--- src/hw/rtl/spf_pkg.sv ---
// shared constants and controller/datapath interface structs for the polygon fill core
// no dependencies

package spf_pkg;

   localparam int COORD_W              = 9;
   localparam int LEFT_W               = 10;
   localparam int DEF_SCREEN_ROWS      = 512;
   localparam int DEF_SLOPE_FRAC_BITS  = 16;
   localparam logic [LEFT_W-1:0] LEFT_UNTOUCHED = 10'd512;

   localparam logic KIND_VERTEX = 1'b0;
   localparam logic KIND_QUERY  = 1'b1;

   localparam logic EDGE_PREV_TO_CUR  = 1'b0;
   localparam logic EDGE_CUR_TO_START = 1'b1;

   // controller -> datapath
   typedef struct packed {
      logic accept;      // capture the incoming item
      logic clr_step;    // write one row of the clearing pass
      logic load_edge;   // latch and sort endpoints of the next edge
      logic edge_sel;
      logic div_step;    // one quotient bit of the slope
      logic walk_step;   // issue one row of the edge walk
      logic q_read;      // read the tables at the query row
      logic rsp_load;    // move the query answer to the output register
   } spf_cmd_type;

   // datapath -> controller
   typedef struct packed {
      logic clr_last;
      logic div_last;
      logic walk_last;
      logic rsp_free;
   } spf_sts_type;

endpackage

--- src/hw/rtl/spf_ctrl.sv ---
// sequencing state machine for the polygon fill core
// depends on spf_pkg

module spf_ctrl import spf_pkg::*; (
   input  logic        clock,
   input  logic        reset,
   input  logic        req_tvalid,
   output logic        req_tready,
   input  logic        item_kind,
   input  logic        item_first,
   input  logic        item_last,
   input  spf_sts_type sts,
   output spf_cmd_type cmd
);

   typedef enum logic [2:0] {
      ST_IDLE, ST_CLEAR, ST_EDGE, ST_DIV, ST_WALK, ST_DRAIN, ST_QREAD, ST_QOUT
   } state_type;

   state_type state_ff, state_in;
   logic      pend_ff, pend_in;
   logic      sel_ff, sel_in;
   logic      accept;

   assign req_tready = (state_ff == ST_IDLE);
   assign accept     = req_tvalid && req_tready;

   always_comb begin
      state_in = state_ff;
      pend_in  = pend_ff;
      sel_in   = sel_ff;
      cmd      = '0;
      cmd.edge_sel = sel_ff;
      case (state_ff)
         ST_IDLE: begin
            if (accept) begin
               cmd.accept = 1'b1;
               if (item_kind == KIND_QUERY) begin
                  state_in = ST_QREAD;
               end else if (item_first) begin
                  pend_in  = item_last;
                  state_in = ST_CLEAR;
               end else begin
                  pend_in  = item_last;
                  sel_in   = EDGE_PREV_TO_CUR;
                  state_in = ST_EDGE;
               end
            end
         end
         ST_CLEAR: begin
            cmd.clr_step = 1'b1;
            if (sts.clr_last) begin
               if (pend_ff) begin
                  pend_in  = 1'b0;
                  sel_in   = EDGE_CUR_TO_START;
                  state_in = ST_EDGE;
               end else begin
                  state_in = ST_IDLE;
               end
            end
         end
         ST_EDGE: begin
            cmd.load_edge = 1'b1;
            state_in      = ST_DIV;
         end
         ST_DIV: begin
            cmd.div_step = 1'b1;
            if (sts.div_last) begin
               state_in = ST_WALK;
            end
         end
         ST_WALK: begin
            cmd.walk_step = 1'b1;
            if (sts.walk_last) begin
               state_in = ST_DRAIN;
            end
         end
         ST_DRAIN: begin
            if (pend_ff) begin
               pend_in  = 1'b0;
               sel_in   = EDGE_CUR_TO_START;
               state_in = ST_EDGE;
            end else begin
               state_in = ST_IDLE;
            end
         end
         ST_QREAD: begin
            cmd.q_read = 1'b1;
            state_in   = ST_QOUT;
         end
         ST_QOUT: begin
            if (sts.rsp_free) begin
               cmd.rsp_load = 1'b1;
               state_in     = ST_IDLE;
            end
         end
         default: begin
            state_in = ST_IDLE;
         end
      endcase
   end

   always_ff @(posedge clock) begin
      if (reset) begin
         state_ff <= ST_CLEAR;
         pend_ff  <= 1'b0;
         sel_ff   <= EDGE_PREV_TO_CUR;
      end else begin
         state_ff <= state_in;
         pend_ff  <= pend_in;
         sel_ff   <= sel_in;
      end
   end

`ifndef ASSERT_OFF
   a_accept_leaves_idle: assert property (@(posedge clock) disable iff (reset)
      accept |=> (state_ff != ST_IDLE))
      else $error("accepted item did not start work");
   a_walk_ends_in_drain: assert property (@(posedge clock) disable iff (reset)
      (state_ff == ST_WALK && sts.walk_last) |=> (state_ff == ST_DRAIN))
      else $error("edge walk did not drain its last write");
   a_query_answered: assert property (@(posedge clock) disable iff (reset)
      (state_ff == ST_QOUT && sts.rsp_free) |-> cmd.rsp_load)
      else $error("query answer not loaded while output free");
`endif

endmodule

--- config.mk ---
export PLATFORM = sky130hd
export DESIGN_NAME = spf_ctrl
export DESIGN_NICKNAME = d
export VERILOG_FILES = /design/src/hw/rtl/spf_pkg.sv /design/src/hw/rtl/spf_ctrl.sv
export SDC_FILE = /design/constraint.sdc
export NUM_CORES = 1
export LEC_CHECK = 0
export ABC_AREA = 1
export ABC_CLOCK_PERIOD_IN_PS = 2350
export BUFFER_PORTS_ARGS = -buffer_cell sky130_fd_sc_hd__buf_2
export CAP_MARGIN = 20
export CORE_AREA = 2 2 39 41
export CTS_CLUSTER_DIAMETER = 80
export DETAILED_ROUTE_END_ITERATION = 12
export DIE_AREA = 0 0 41 43
export HOLD_SLACK_MARGIN = 0.02
export PLACE_DENSITY = 0.58
export SYNTH_ARGS = -nofsm -noshare
export SYNTH_HDL_FRONTEND = slang
export SYNTH_SLANG_ARGS = --single-unit
export TNS_END_PERCENT = 20
--- constraint.sdc ---
create_clock -name clock -period 2.35 [get_ports clock]
set_input_delay 0.705 -clock clock [delete_from_list [all_inputs] [get_ports clock]]
set_output_delay 0.705 -clock clock [all_outputs]
set_load 0.02 [all_outputs]
# Word level (Yosys, flattened, before mapping)
# Index checks and enable logic that the tools add are counted.
[word_totals]
in_bits = 10
elab_cells = 51
output_inout_bits = 9
register_bits = 5
[op_classes]
eq_ne = 14
n_mux = 28
reduce_logical = 6
[op_table]
columns = ["cell", "n"]
rows = [
  ["one-hot mux 3 bit (8 select lines)", 1],
  ["2-to-1 mux 3 bit", 6],
  ["2-to-1 mux 1 bit", 17],
  ["equality test 3 bit (second input constant)", 4],
  ["!= test 2 bit (second input constant)", 6],
  ["AND reduction 5 bit", 2],
  ["equality test 3 x 2 -> 1 bit (second input constant)", 2],
  ["one-hot mux 1 bit (3 select lines)", 2],
  ["2-to-1 mux 2 bit", 2],
  ["AND reduction 4 bit", 1],
  ["equality test 3 x 1 -> 1 bit (second input constant)", 1],
  ["zero test 3 bit", 1],
  ["nonzero test 3 bit", 1],
  ["!= test 2 x 1 -> 1 bit (second input constant)", 1],
  ["logical AND 1 bit", 1],
]

# Depth between registers and ports, before layout
# Gate-level depths: netlist of the first run.
[logic_depth]
ltp_word = 4
mapped_depth = 9
mapped_depth_nobuf = 9

# Worst setup path before layout of the first run
# OpenSTA, ideal clock, no wires.
[synth_timing]
kind = "input to output"
from = "input sts[0] (netlist bit)"
to = "output cmd[0] (netlist bit)"
arrival_time_ns = 1.362
path_slack_ns = 0.283
n_path_buf = 0
cell_stages = 2
required_ns = 1.645
cell_sequence = "inv_1 -> nor4_1"
[synth_lines]
columns = ["element", "line_no", "text"]
rows = [
  ["start, declared", "spf_ctrl.sv:12", "input spf_sts_type sts,"],
  ["end, declared", "spf_ctrl.sv:13", "output spf_cmd_type cmd"],
]

==> metrics.md, run 1 <==
| Metric | Value |
|---|---|
| Final Max Slew Viols | `0` |
| Status | `finished, final reports clean` |
| Final worst-path cycle share | `between 80% and 90%` |
| GRT Overall Usage | `a little over an eighth` |
| First DRT Iteration DRCs | `8` |
| DR DRC count | `0` |
| Clock H-tree levels | `1` |
| Syn nets | `81` |
| Worst hold path class | `reg2reg` |
| Via density | `between 4 and 5` |
| Final Cell Area | `roughly 530 µm²` |
| Placed insts | `103` |
| Yosys top cell by area | `dfxtp_1` |
| Area growth, synth to finish | `30.8%` |
| Cell area after synthesis | `402 µm²` |
| Area after DPL | `499 µm²` |
| Number of global-route vias before repair | `397` |
| Setup crit end kind | `primary output` |
| Post-CTS sizing | `0` |
| Buffers and inverters on the worst path | `2` |
| Post-DRT Antenna Nets | `0` |
| Critical Path, Cell by Cell | `inv_2 -> nor4_1 -> buf_2` |
| Critical path type | `reg2out` |
| Clk Latency, worst-skew pair | `240 ps` |
| Crit start category | `register` |
| Final std cells w/o fill | `between 100 and 150` |
| Top cell type's share of synthesized area | `between 20% and 30%` |
| Hold-fix buffers at CTS | `0` |
| Mean Syn Cell Area | `5.66 µm²` |
| Ranking of synthesized cells by area | `dfxtp_1 (25%), nand2_1 (11%), nor2_1 (11%)` |
| FP Rows | `14` |
| Synth Warn # | `0` |
| CTS Buf Count | `3` |
| Crit-path max FO | `8` |
| Clock Tree Buf Depth | `2` |
| Crit path required time | `1640 ps` |
| CTS sink cnt | `5` |
| # IOs | `19` |
| CTS tree | `yes` |
| Final net count | `between 100 and 150` |
| Most common cell after layout, fill and taps aside | `buf_2` |
| Crit path arrival time | `between 1000 and 1500 ps` |
| Die W | `about 41 µm` |
| Setup repair bufs after CTS | `0` |
| WL final | `roughly 1000 µm` |
| Die area | `~1800 µm²` |
| Layout Utilization | `38.0%` |
| Final setup vio count | `0` |
| Clock skew | `2.33 ps` |
| Initial antenna violation count | `0` |
| Slew headroom | `approximately four fifths` |
| Max Freq | `498 MHz` |
| Clock transition at path regs | `approximately 40 ps` |
| PwrDens | `about 1400 nW/µm²` |
| 1st-pass router iterations | `4` |
| RSZ-0062 raised after global routing | `no` |
| Wire per inst | `~9.6 µm` |
| Final Wtd Congestion | `~0.82` |
| CP max stage delay | `490 ps` |
| Setup_tns | `0 ps` |
| Largest net degree at the start of global routing | `9` |
| Worst slew pin tran | `around 300 ps` |
| Gate count of the mapped netlist | `71` |
| Detailed Place HPWL | `about 800 µm` |
| #FFs+latches synth | `5` |
| Global-route wire length before repair | `1610 µm` |
| Hold Fails Final Rpt | `0` |
| Chip Height | `approximately 43 µm` |
| Synth unique cells | `18` |
| CTS root buf | `clkbuf_4` |
| VDD IR max | `around 0.38 mV` |
| Sequential share of the synthesized area | `around a quarter` |
| Leak | `around 0.00032 µW` |
| Max_cap viols | `0` |
| Core Footprint | `1380 µm²` |
| Ratio of cells with drive above 1 in the final layout | `approximately 30%` |
| Slowest cell on the critical path | `dfxtp_1` |
| Via count | `485` |
| Top delay family on crit path | `flip-flops` |
| Starting Density | `between 20 and 30%` |
| Ant diodes | `0` |
| Final min period | `roughly 2000 ps` |
| IO Port Bufs | `18` |
| Most frequent cells in the layout | `buf_2 (18), nand2_1 (12), nor2_1 (12)` |
| Grt ovf | `0` |
stage by stage:
step | setup WS [ps] | hold slack, ps | total power (µW)
2_1_floorplan | 283 | 451 | 514
3_3_place_gp | 496 | 470 | 623
3_5_place_dp | 474 | 471 | 626
4_1_cts | 320 | 478 | 731
5_1_grt | 231 | 517 | 805
6_report | 341 | 477 | 721
worst min-delay path, stage by stage (launching register included):
cell and delay [ps]:
dfxtp_1 310, nand2_1 60, a21oi_1 50
logic make-up (layout without fill, tap and decap cells):
group	count (synthesis)	count (layout)	synth area share, %
compound gates	9	9	11.2
buf+inv	16	36	16.2
flops	5	5	24.9
simple gates	41	41	47.7
final timing paths:
kind	end	slack, ps	depth (start not counted)	startpoint
max	cmd[0]	340	3	state_ff[2]$_SDFFE_PP0P_
min reg2reg	sel_ff$_SDFFE_PP0P_	480	2	sel_ff$_SDFFE_PP0P_
min	sel_ff$_SDFFE_PP0P_	480	2	sel_ff$_SDFFE_PP0P_
max reg2reg	state_ff[1]$_SDFFE_PP0P_	1030	7	state_ff[2]$_SDFFE_PP0P_
area by class of cell:
type / instances / area (µm²)
clock buffers: 4 / 26.3
fillers: 160 / 858
inverters: 14 / 52.6
multi-input cells: 50 / 236
flip-flops and latches: 5 / 100
well taps: 16 / 20.0
repair buffers: 18 / 90.1
flip-flops by register name (all words and copies together) (netlist names):
name      count
sel_ff        1
state_ff      3
pend_ff       1
power breakdown:
group	switching (µW)	total [µW]	internal, µW
clock	33.4	97.4	64.1
combinational	294	444	150
sequential	61.7	179	118
cells in the mapped netlist, drive strengths merged:
library cell and n:
buf 2, nand3b 1, nor2 14, inv 14, o21ai 3, nand4 3
nor4 1, nor3 1, nand2 13, a21oi 6, dfxtp 5, nand3 8
metal layers:
layer | vias to the layer above | track usage [%] | share of wire [%]
met2 | 14 | 19.7 | 46
met4 | 0 | 2.00 | 0
met5 | - | 0 | 0
met1 | 204 | 18.0 | 48
li1 | 267 | - | -
met3 | 0 | 4.71 | 6.4
(Power assumes the default switching activity.)
==> run 2: changes to the inputs <==
- ABC_AREA: 1 -> default
- PLACE_DENSITY: 0.58 -> 0.6
==> run 2 against run 1 <==
  * Register-to-register slack got worse by 380 ps
  * Final area rose by 1.9%
  * Routed wire length rose by 4.4%
  * Synthesized cell count fell by 20%
  * Critical path type unchanged
  * Critical endpoint is now cmd[2]
==> metrics.md, run 2 <==
| Metric | Value |
|---|---|
| # IOs | `19 (unchanged)` |
| Detailed Place HPWL | `796 µm (-2.0%)` |
| Most common cell after layout, fill and taps aside | `buf_2` |
| Synth unique cells | `31 (+13)` |
| Top delay family on crit path | `flip-flops` |
| RSZ-0062 raised after global routing | `no` |
| Final Max Slew Viols | `0 (unchanged)` |
| Worst hold path class | `reg2reg` |
| Final setup vio count | `0 (unchanged)` |
| CP max stage delay | `590 ps (+100 ps)` |
| Crit start category | `register` |
| Largest net degree at the start of global routing | `16 (+7)` |
| Post-DRT Antenna Nets | `0 (unchanged)` |
| Ant diodes | `0 (unchanged)` |
| Yosys top cell by area | `dfxtp_1` |
| Slew headroom | `68.9% (-11 points)` |
| Area growth, synth to finish | `26.6%` |
| 1st-pass router iterations | `4 (unchanged)` |
| Largest Register | `state_ff` |
| Hold Crit Depth | `2 (unchanged)` |
| FF/Latch Area | `100 µm² (unchanged)` |
| CTS Buf Count | `3 (unchanged)` |
| IO Port Bufs | `18 (unchanged)` |
| Max_cap viols | `0 (unchanged)` |
| Synth Warn # | `0 (unchanged)` |
| First DRT Iteration DRCs | `2 (-6)` |
| Sequential share of the synthesized area | `23.7% (-1.3 points)` |
| Crit path arrival time | `1440 ps (+140 ps)` |
| Clock Tree Buf Depth | `2 (unchanged)` |
| Critical Path, Cell by Cell | `inv_1 -> and3_1 -> buf_2` |
| Mean Syn Cell Area | `7.42 µm² (+31%)` |
| GRT Overall Usage | `13.9% (+0.78 points)` |
| Die area | `1760 µm² (unchanged)` |
| Core Footprint | `1380 µm² (unchanged)` |
| R2R cell count | `4 (-3)` |
| Flop-to-flop setup slack | `650 ps (-380 ps)` |
| Sequential power share | `27.1% (+2.2 points)` |
| Regs by FF count | `state_ff: 3 flops, pend_ff: 1 flops, sel_ff: 1 flops` |
| Multi-input gate area | `277 µm² (+17%)` |
| Leak | `0.000249 µW (-22%)` |
| Wl on met1 | `519 µm (+6.1%)` |
| Max layer used | `met4` |
| Final worst-path cycle share | `91.3% (+5.8 points)` |
| Count leader, synth | `nand2_1` |
| #FFs+latches synth | `5 (unchanged)` |
| Grt ovf | `0 (unchanged)` |
| Max Freq | `466 MHz (-6.3%)` |
| CTS tree | `yes` |
| Worst slew pin tran | `465 ps (+163 ps)` |
| Hold Startpoint | `pend_ff$_SDFFE_PP0P_` |
| Wire per inst | `11.7 µm (+23%)` |
| Setup_tns | `0 ps (unchanged)` |
| Final Wtd Congestion | `0.800 (-1.9%)` |
| Ranking of synthesized cells by area | `dfxtp_1 (24%), nand2_1 (5.3%), nor3_1 (4.7%)` |
| Met2 WL | `473 µm (+1.1%)` |
| Switching share of power | `50.9% (-3.1 points)` |
| Hold-fix buffers at CTS | `0 (unchanged)` |
| Cell area after synthesis | `423 µm² (+5.3%)` |
| Chip Height | `43 µm (unchanged)` |
| Crit-path max FO | `11 (+3)` |
| Global-route wire length before repair | `1640 µm (+1.7%)` |
| Critical path type | `reg2out` |
| Clock skew | `3.45 ps (+1.12 ps)` |
| Crit path required time | `1640 ps (about the same)` |
| Power Internal | `349 µW (+5.5%)` |
| Status | `finished, final reports clean` |
| Setup crit end kind | `primary output` |
| Reg2reg start | `state_ff[1]$_SDFFE_PP0P_` |
| Number of global-route vias before repair | `381 (-4.0%)` |
| Layout Utilization | `38.7% (+0.72 points)` |
| Comb pwr share | `58.9% (-2.7 points)` |
| CTS sink cnt | `5 (unchanged)` |
| Layout fillers | `159 (-0.63%)` |
| Synth async-reset ratio | `0% (unchanged)` |
| DR DRC count | `0 (unchanged)` |
| Final net count | `86 (-16%)` |
| Clock network power share | `14.0% (+0.5 points)` |
| End of the worst register-to-register path | `state_ff[2]$_SDFFE_PP0P_` |
| Clk Latency, worst-skew pair | `240 ps (about the same)` |
| Starting Density | `30.6% (+1.5 points)` |
| Slowest cell on the critical path | `dfxtp_1` |
| Ratio of cells with drive above 1 in the final layout | `34.7% (+5.0 points)` |
| Synth top cells by count | `nand2_1 (6), dfxtp_1 (5), nor2_1 (5)` |
| Gate count of the mapped netlist | `57 (-20%)` |
| Setup repair bufs after CTS | `0 (unchanged)` |
| Most frequent cells in the layout | `buf_2 (18), nand2_1 (6), nor2_1 (5), dfxtp_1 (5)` |
| Via count | `467 (-3.7%)` |
| Worst Hold End | `sel_ff$_SDFFE_PP0P_` |
| Post-CTS sizing | `0 (unchanged)` |
| Clock H-tree levels | `1 (unchanged)` |
| Via density | `5.13 (+13%)` |
| Syn nets | `67 (-17%)` |
| Max reg flops | `3 (unchanged)` |
| Sw power | `362 µW (-7.0%)` |
| Initial antenna violation count | `0 (unchanged)` |
| Clock transition at path regs | `50 ps (about the same)` |
| Top cell type's share of synthesized area | `23.7% (-1.3 points)` |
| Die W | `41 µm (unchanged)` |
| Buffers and inverters on the worst path | `2 (unchanged)` |
| FP Rows | `14 (unchanged)` |
| Total power | `712 µW (-1.2%)` |
| Ys flop type | `dfxtp_1` |
| Hold Fails Final Rpt | `0 (unchanged)` |
| WL final | `1070 µm (+4.4%)` |
| DR WL met3 | `61 µm (-6.2%)` |
| CTS root buf | `clkbuf_4` |
| VDD IR max | `0.473 mV (+24%)` |
| EDFF count, synth | `0 (unchanged)` |
| PwrDens | `1330 nW/µm² (-3.1%)` |
| Final min period | `2150 ps (+136 ps)` |
## run 2: final cells by class
type,instances,area share (%)
Tap cell,16,3.74
Timing Repair Buffer,19,18.2
Clock buffer,4,4.91
Inverter,4,2.80
Sequential cell,5,18.7
Multi-Input combinational cell,43,51.6
## run 2: kinds of logic after synthesis
group | synth area share (%)
mux | 5.03
flops | 23.7
compound gates | 29.3
buf+inv | 10.9
simple gates | 31.1
## run 2: worst max-delay path by stage
stage / from / endpoint / slack [ps] / cells after the start
floorplan: state_ff[0]$_SDFFE_PP1P_ / cmd[7] / 210 / 3
global placement: item_kind / pend_ff$_SDFFE_PP0P_ / 420 / 5
detailed placement: item_kind / pend_ff$_SDFFE_PP0P_ / 400 / 5
CTS: state_ff[1]$_SDFFE_PP0P_ / cmd[2] / 210 / 3
global route: state_ff[1]$_SDFFE_PP0P_ / cmd[2] / 110 / 3
finish: state_ff[1]$_SDFFE_PP0P_ / cmd[2] / 200 / 3
## run 2: power by group through the flow
stage	Combinational (µW)	Clock, µW	Sequential (µW)
6_report	419	99.6	193
5_1_grt	470	112	201
4_1_cts	422	103	191
3_5_place_dp	420	0	193
3_3_place_gp	418	0	191
2_1_floorplan	380	0	135
## run 2: through the flow
step	std cells	cell area [µm²]	hold WS, ps	worst slack [ps]
2_1_floorplan	57	423	500	205
3_3_place_gp	87	509	523	424
3_5_place_dp	87	509	537	401
4_1_cts	91	536	540	214
5_1_grt	91	536	592	110
6_report	91	536	535	205
## run 2: layer usage
layer | GRT usage (%) | vias to the layer above
met4 | 12.0 | 0
met1 | 20.1 | 208
li1 | - | 243
met3 | 1.57 | 2
met2 | 17.2 | 14
met5 | 0 | -
## run 2: tightest hold or removal path, stage by stage, from the launching register on
cell      delay (ps)
dfxtp_1          310
a31oi_1          130
a311oi_1          60
